### src/sv/ile_pkg.sv
// ile_pkg: shared types and codes for the indexed list engine.
// No dependencies; used by ile_cell and indexed_list_engine.
package ile_pkg;

  localparam int VALUE_W = 32;
  localparam int POS_W   = 16;  // cell index width, covers the largest capacity

  typedef enum logic [2:0] {
    REQ_APPEND  = 3'd0,
    REQ_INSERT  = 3'd1,
    REQ_REMOVE  = 3'd2,
    REQ_REPLACE = 3'd3,
    REQ_READ    = 3'd4
  } req_t;

  typedef enum logic [1:0] {
    ST_DONE  = 2'd0,
    ST_RANGE = 2'd1,
    ST_FULL  = 2'd2
  } status_t;

  // per-cycle command broadcast to every cell
  typedef enum logic [2:0] {
    CELL_HOLD,
    CELL_WRITE,
    CELL_SHIFT_UP,
    CELL_SHIFT_DOWN,
    CELL_RD_LOAD,
    CELL_RD_FOLD
  } cell_cmd_t;

  typedef struct packed {
    cell_cmd_t                  cmd;
    logic [POS_W-1:0]           pos;
    logic signed [VALUE_W-1:0]  value;
  } cell_ctrl_t;

  typedef enum logic [1:0] {
    FSM_IDLE,
    FSM_FOLD,
    FSM_OUT
  } fsm_t;

endpackage

### src/sv/ile_cell.sv
// ile_cell: one list entry plus one stage of the read-out chain.
// Depends on ile_pkg.
module ile_cell #(
  parameter int IDX = 0
) (
  input  logic                               clk,
  input  ile_pkg::cell_ctrl_t                ctrl,
  input  logic signed [ile_pkg::VALUE_W-1:0] prev_data,
  input  logic signed [ile_pkg::VALUE_W-1:0] next_data,
  input  logic signed [ile_pkg::VALUE_W-1:0] prev_rd,
  output logic signed [ile_pkg::VALUE_W-1:0] data,
  output logic signed [ile_pkg::VALUE_W-1:0] rd
);

  localparam logic [ile_pkg::POS_W-1:0] IDX_V = ile_pkg::POS_W'(IDX);

  logic hit;
  logic above;

  assign hit   = (ctrl.pos == IDX_V);
  assign above = (IDX_V > ctrl.pos);

  // entry storage: no reset, only entries below the count are ever read
  always_ff @(posedge clk) begin
    case (ctrl.cmd)
      ile_pkg::CELL_WRITE: begin
        if (hit) data <= ctrl.value;
      end
      ile_pkg::CELL_SHIFT_UP: begin
        if (hit) data <= ctrl.value;
        else if (above) data <= prev_data;
      end
      ile_pkg::CELL_SHIFT_DOWN: begin
        if (hit || above) data <= next_data;
      end
      default: begin
      end
    endcase
  end

  // read chain: load the addressed entry, then OR toward the last cell
  always_ff @(posedge clk) begin
    case (ctrl.cmd)
      ile_pkg::CELL_RD_LOAD: begin
        rd <= hit ? data : '0;
      end
      ile_pkg::CELL_RD_FOLD: begin
        rd <= rd | prev_rd;
      end
      default: begin
      end
    endcase
  end

endmodule

### config.mk
export PLATFORM = sky130hd
export DESIGN_NAME = ile_cell
export DESIGN_NICKNAME = d
export VERILOG_FILES = /design/src/sv/ile_pkg.sv /design/src/sv/ile_cell.sv
export SDC_FILE = /design/constraint.sdc
export NUM_CORES = 1
export LEC_CHECK = 0
export BUFFER_PORTS_ARGS = -buffer_cell sky130_fd_sc_hd__buf_2
export CAP_MARGIN = 5
export CORE_ASPECT_RATIO = 1.1
export CORE_MARGIN = 2
export CORE_UTILIZATION = 44
export DETAILED_ROUTE_END_ITERATION = 7
export GPL_TIMING_DRIVEN = 0
export PLACE_DENSITY = 0.86
export SYNTH_ARGS = -nofsm -noshare
export SYNTH_HDL_FRONTEND = slang
export SYNTH_SLANG_ARGS = --single-unit
### constraint.sdc
create_clock -name clk -period 4.8 [get_ports clk]
set_input_delay 0.96 -clock clk [delete_from_list [all_inputs] [get_ports clk]]
set_output_delay 0.96 -clock clk [all_outputs]
set_load 0.01 [all_outputs]
Yosys cells after proc, flatten, opt, wreduce, memory -nomap -nowiden
Index checks and enable logic that the tools add are counted. W data, S select, Z words.

Output and inout port bits: 64. Word-level logic and storage cells: 24. Register bits after elaboration: 64. Bits of input ports: 148.

Order comparisons: 1. Eq/ne operators: 8. Reduce and logical (&&, ||, !) cells: 5. Multiplexer cells: 7. Bitwise gates (word level): 1.

Operators with widths (count): $mux W32 (5); $pmux W32 S3 (1); $pmux W32 S2 (1); $or A32 B32 Y32 (1); $gt A1 B16 Y1 const A (1); $logic_not A16 Y1 (1); $eq A3 B2 Y1 const B (2); $eq A3 B3 Y1 const B (2); $ne A2 B2 Y1 const B (2); $reduce_and A4 Y1 (1); $eq A3 B1 Y1 const B (1); $ne A3 B3 Y1 const B (1); $reduce_bool A3 Y1 (1); $reduce_bool A2 Y1 (1); $logic_or A1 B1 Y1 (1).

Logic depth before layout (Yosys ltp)
Gate-level depths: netlist (run 1).

Depth after elaboration: 4. Gate-level depth with buffers: 6. Depth with buffers taken out: 4.

Worst setup path before layout (run 1)
No wires, ideal clock.

Kind: input-to-reg. Start point: input ctrl[43] (netlist bit). End point: register data[0] (netlist bit) (enable). Slack: 370 ps. Library setup time: 461 ps. Buffers on the path: 1. Stages on the path: 4. Data arrival time: 3969 ps. Data required time: 4339 ps. Cells stage by stage: nor4_4 > nand4_2 > buf_6 > nor3_1.

Word-level cells in the longest chain between the ends: 4. Elaborated cells between the ends (all ways): 7. Classes of those cells: order compare: 1; eq/ne: 3; reduce/logical: 3.

Ends and longest elaborated chain: from (decl) (RTL line ile_cell.sv:7) `input ile_pkg::cell_ctrl_t ctrl,`; $gt A1 B16 Y1 / $logic_not A16 Y1 (equally long branches) (RTL line ile_cell.sv:21, ile_cell.sv:20); $logic_or A1 B1 Y1 (RTL line ile_cell.sv:34) `if (hit || above) data <= next_data;`; $ne A2 B2 Y1 (no line); $reduce_and A4 Y1 (no line) *; to (signal assigned) (RTL line ile_cell.sv:27) `if (hit) data <= ctrl.value;`; to (signal assigned) (RTL line ile_cell.sv:30) `if (hit) data <= ctrl.value;`; to (signal assigned) (RTL line ile_cell.sv:34); to (decl) (RTL line ile_cell.sv:11) `output logic signed [ile_pkg::VALUE_W-1:0] data,`.

Mark *: on every way between the ends. The rest lies on a longest branch, timed or not. A chain may end at the register's enable or synchronous reset.

Worst setup path in the final report (run 1)
Start point: input ctrl[43] (netlist bit). End point: register data[26] (netlist bit) (enable).

The elaborated chain is that of the path after synthesis.

==> results of run 1 <==
-- layout make-up --
cell class                 count  share of cell area (%)
clock inverter                 6                    1.40
multi-input combinational    206                    29.5
clock buffer                  10                    2.55
timing repair buffer         213                    21.5
inverter                       1                  0.0749
tap                          108                    2.70
buffer                        26                    3.90
sequential                    64                    38.4
-- routing by layer --
| metal | GRT usage (%) | up-vias | wire length (um) | part of all wire (%) |
|---|---|---|---|---|
| met5 | 0 | - | 0 | 0 |
| met4 | 8.64 | 0 | 192 | 1.7 |
| met3 | 3.36 | 22 | 832 | 7.5 |
| met2 | 43.1 | 228 | 5630 | 51 |
| met1 | 30.5 | 1649 | 4470 | 40 |
| li1 | - | 1628 | - | - |
-- logic make-up after synthesis --
family | count (synthesis) | share of synthesized area, %
and+or+nand+nor | 77 | 11.8
DFF | 64 | 53.6
buffers and inverters | 27 | 5.55
AOI/OAI and AO/OA | 129 | 29.1
-- flip-flops by register name (all words and copies together) (netlist names) --
name / count
data: 32
rd: 32
-- report_power, final --
part | internal (mW) | leakage, nW | switching, mW
logic | 0.0963 | 1.33 | 0.107
clock network | 0.241 | 0.0887 | 0.214
registers | 0.630 | 0.605 | 0.00551
-- worst max-delay path, cell delays in order --
cell and delay, ns:
buf_2 0.11, nor4_4 0.38, nand4_2 0.28, buf_6 0.24
nor3_2 0.73, buf_6 0.27
-- placed cells by master, fill, tap and decap left out, drive strengths merged, types with 2 or more instances in the layout --
master / n
edfxtp: 64
clkbuf: 26
o21ai: 32
clkinv: 2
nor4: 4
nor2: 33
clkinvlp: 3
a21oi: 32
buf: 223
nand2: 2
nor2b: 2
o22ai: 64
nand3: 32
-- metrics by stage --
stage          utilization [%]  TNS (ns)  instance area, um^2  worst slack [ns]
3_5_place_dp              60.8         0                 4810              1.45
3_3_place_gp              60.4    -30.44                 4780            -0.887
4_1_cts                   63.3         0                 5010              1.82
6_report                  63.3         0                 5010              1.86
5_1_grt                   63.3         0                 5010              1.71
2_1_floorplan                -         0                 3580             0.370
-- final timing paths --
path	to	slack (ns)	cells after the start
max	data[26]	1.86	6
min	rd[23]	0.57	2
max reg2reg	rd[0]	3.92	2
min reg2reg	rd[23]	0.57	2
==> results.md, run 1 <==
- Worst-margin pin slew: around 0.95 ns
- Routed wire length per instance: 17.5 um
- FMAX: 340 MHz
- Initial antenna violation count: 0
- Core area: 0.00791 mm^2
- Largest cells by area after synthesis: edfxtp_1 (54%), o22ai_2 (10%), a21oi_2 (7.3%)
- Critical Path AT: 2.98 ns
- Pwr Total: 1.29 mW
- # H-tree levels: 3
- Die W: 90.1 um
- Clock sink count: 64
- First-pass GRT wire length: 16,900 um
- Drt drc: 0
- FP Rows: 34
- Max Slew Vio Count: 0
- Register area: 0.00192 mm^2
- CP Launch Type: input port
- CP endpoint kind: flop
- Clock Skew: 0.0155 ns
- Via-per-instance ratio: 5.56
- Syn nets: 445
- Synth cell count leaders: edfxtp_1 (64), o22ai_1 (34), nor2_1 (33)
- Pre-Repair DR Iteration Count: 6
- Fill count: between 600 and 700
- CTS root buf: clkbuf_8
- Post-CTS sizing: 0
- FF-to-FF Start: rd[0]
- Peak supply drop: 0.147 mV
- Async set-reset flop share out of synthesis: 0%
- # IOs: 212
- Most common cell in the netlist: edfxtp_1
- Post-Syn Area: 0.00358 mm^2
- Crit path kind: input port to flop
- Mapped Cells: approximately 300
- Clock Latency Late Sink: roughly 0.34 ns
- Routed wire length: 11,100 um
- Final hold violations: 0
- Main synth FF type: edfxtp_1
- Die Y-Extent: 98.7 um
- DP Cell Count: 618
- CTS tree: done
- Min Hold Slack: between 0.5 and 0.6 ns
- Antenna viol nets, final: 0
- Vias in the first global route: 3,396
- Synth cell types: 22
- Synth-to-layout area growth: 39.7%
- Sequential area share after synthesis: 53.6%
- Post-CTS setup buffers: 0
- Critical Path Start: ctrl[43]
- N_diodes: 0
- Normalized max-slew margin: between 30% and 40%
- DR iter-0 viols: around 320
- Cts bufs inserted: 9
- RSZ-0062 raised after global routing: false
- Synth area leader: edfxtp_1
- Worst Path Required: 4.84 ns
- Post-synth EDFFs: 64
- Die area: ~0.0089 mm^2
- Final setup fails: 0
- Layout Cells excl Fill: between 600 and 700
- Largest net degree at the start of global routing: 34
- I/O Buffers: 211
- Initial core utilization: a little under half
- Worst Path Max Fanout: 12
- Multi-input gate area: 0.00148 mm^2
- Hold Startpoint: data[23]
- Number of hold buffers added after cts: 0
- Grt total ovfl: 0
- Pleak: 2.03 nW
- Clock-pin transition on the worst setup and hold timing paths: about 0.080 ns
- Nets: 669
- Post-route minimum period: 2.94 ns
- Max clock buf depth: 2
- Total track usage: 24.3%
- Warnings, synthesis: 0
- Gp weighted congestion: 0.867
- Fraction of layout cells with a size suffix above 1: 58.2%
- #FFs+latches synth: between 60 and 70
- Dpl hpwl: 8720 um
- Max cap viols: 0
- Status: finished, final reports clean
- Final period util: 61.3%
- Syn Area/Cell: 12.1 um^2
- Pwr/cell area: roughly 260 mW/mm^2
- Min-Delay Path Class: flop to flop
- Vias: about 3,500
- Top cell type's share of synthesized area: 53.6%
Power figures use the tool's default switching activity.
==> inputs of run 2 (changes only) <==
clock period = 2.9 ns   (was 4.8 ns; I/O delays follow)
==> results.md, run 2 (synthesis results as in run 1) <==
- Status: finished, final reports clean (unchanged)
- Max cap viols: 0 (unchanged)
- Multi-input gate area: 0.00148 mm^2 (about the same)
- Final setup margin: 0.345 ns (was 1.86 ns)
- Clock-pin transition on the worst setup and hold timing paths: 0.07 ns (was 0.08 ns)
- Final hold violations: 0 (unchanged)
- Setup TNS Final: 0 ns (unchanged)
- Max Slew Vio Count: 0 (unchanged)
- Number of hold buffers added after cts: 0 (unchanged)
- Cts bufs inserted: 9 (unchanged)
- I/O Buffers: 211 (unchanged)
- Die area: 0.00889 mm^2 (unchanged)
- Gp weighted congestion: 0.870 (was 0.867)
- Die Y-Extent: 98.7 um (unchanged)
- Grt total ovfl: 0 (unchanged)
- Antenna viol nets, final: 0 (unchanged)
- Synth-to-layout area growth: 39.1% (was 39.7%)
- Min Hold Slack: 0.561 ns (was 0.573 ns)
- Normalized max-slew margin: 37.2% (was 36.6%)
- Largest net degree at the start of global routing: 34 (unchanged)
- Fill count: 668 (was 679)
- Post-CTS setup buffers: 0 (unchanged)
- Max clock buf depth: 2 (unchanged)
- FP Rows: 34 (unchanged)
- Pre-Repair DR Iteration Count: 5 (was 6)
- Clock sink count: 64 (unchanged)
- Final core occ: 63.0% (was 63.3%)
- FMAX: 391 MHz
- Pwr/cell area: 420 mW/mm^2 (was 258 mW/mm^2)
- # H-tree levels: 3 (unchanged)
- # IOs: 212 (unchanged)
- Final period util: 88.1%
- Fraction of layout cells with a size suffix above 1: 57.4% (was 58.2%)
- Drt drc: 0 (unchanged)
- CP endpoint kind: flop (unchanged)
- Pwr Total: 2.10 mW (was 1.29 mW)
- Routed wire length: 11,000 um (was 11,100 um)
- Core area: 0.00791 mm^2 (unchanged)
- Pleak: 2.02 nW (was 2.03 nW)
- Vias: 3,480 (was 3,527)
- Register area: 0.00192 mm^2 (unchanged)
- CP Launch Type: input port (unchanged)
- Via-per-instance ratio: 5.51 (was 5.56)
- Total track usage: 24.2% (was 24.3%)
- Commonest non-fill, non-tap cell in the layout: buf_2 (unchanged)
- DR iter-0 viols: 215 (was 318)
- First-pass GRT wire length: 16,800 um (was 16,900 um)
- Initial antenna violation count: 0 (unchanged)
- Most frequent cells in the layout: buf_2 (211), edfxtp_1 (64), o22ai_1 (34), nor2_1 (33), nand3_1 (32) (unchanged)
- Top flop regs: data (32), rd (32) (unchanged)
- Routed wire length per instance: 17.4 um (was 17.5 um)
- Dpl hpwl: 8710 um (was 8720 um)
- Initial core utilization: 45.3% (unchanged)
- Worst Path Max Fanout: 18 (was 12)
- Worst Path Required: 2.93 ns (was 4.84 ns)
- Final setup fails: 0 (unchanged)
- Crit path kind: input port to flop (unchanged)
- Post-CTS sizing: 0 (unchanged)
- Min-Delay Path Class: input port to flop (was flop to flop)
- Setup slack at placement: -0.0409 ns (was 1.45 ns)
- Peak supply drop: 0.249 mV (was 0.147 mV)
- Worst-margin pin slew: 0.940 ns (was 0.949 ns)
- Die W: 90.1 um (unchanged)
- CTS root buf: clkbuf_8 (unchanged)
- Nets: 668 (was 669)
- Post-route minimum period: 2.55 ns
- CTS tree: done (unchanged)
- N_diodes: 0 (unchanged)
- Vias in the first global route: 3,505 (was 3,396)
- Critical Path AT: 2.59 ns (was 2.98 ns)
- Clock Latency Late Sink: 0.34 ns (about the same)
- RSZ-0062 raised after global routing: false (unchanged)
- Clock Skew: 0.0126 ns (was 0.0155 ns)
## run 2: changes by cell type in the layout (fill, tap and decap cells not counted)
| cell | change |
|---|---|
| buf_6 | -2 |
| nor3_4 | +1 |
| clkinvlp_4 | -2 |
| clkinv_4 | -2 |
| nor3_2 | -1 |
| clkinv_1 | +3 |
| buf_8 | +1 |
## run 2: through the flow
step,cell area [um^2],cells
after floorplan,3600,297
after global placement,4790,616
after detailed placement,4810,617
after CTS,4990,632
after global routing,4990,632
final,4990,632
## run 2: worst max-delay path: stages
cell and delay [ns]:
buf_2 0.11, nor4_4 0.37, nand4_2 0.29, buf_6 0.25, nor3_4 0.72, buf_8 0.26
## run 2: routing by layer
layer,GRT usage [%],wire (um)
met1,28.7,4160
met2,43.3,5860
met3,3.67,754
met4,11.6,248
met5,0,0
## run 2: final timing paths
path | from | to | slack, ns | depth (start not counted)
worst min register to register | data[15] | rd[15] | 0.57 | 2
worst max register to register | data[31] | rd[31] | 2.00 | 2
worst min-delay path | prev_rd[6] | rd[6] | 0.56 | 3
worst max-delay path | ctrl[43] | data[25] | 0.35 | 6
## run 2: report_power, final
part | internal (mW) | switching [mW] | leakage [nW] | total (mW)
combinational | 0.159 | 0.177 | 1.33 | 0.336
clock | 0.384 | 0.324 | 0.0849 | 0.708
sequential | 1.04 | 0.00910 | 0.605 | 1.05
total | 1.59 | 0.510 | 2.02 | 2.10
## run 2: layout make-up
class | count | area share (%)
Timing Repair Buffer | 212 | 21.5
Sequential cell | 64 | 38.5
Tap cell | 108 | 2.71
Clock buffer | 10 | 2.56
Inverter | 1 | 0.0753
Multi-Input combinational cell | 206 | 29.7
Clock inverter | 5 | 0.979
Buffer | 26 | 3.91
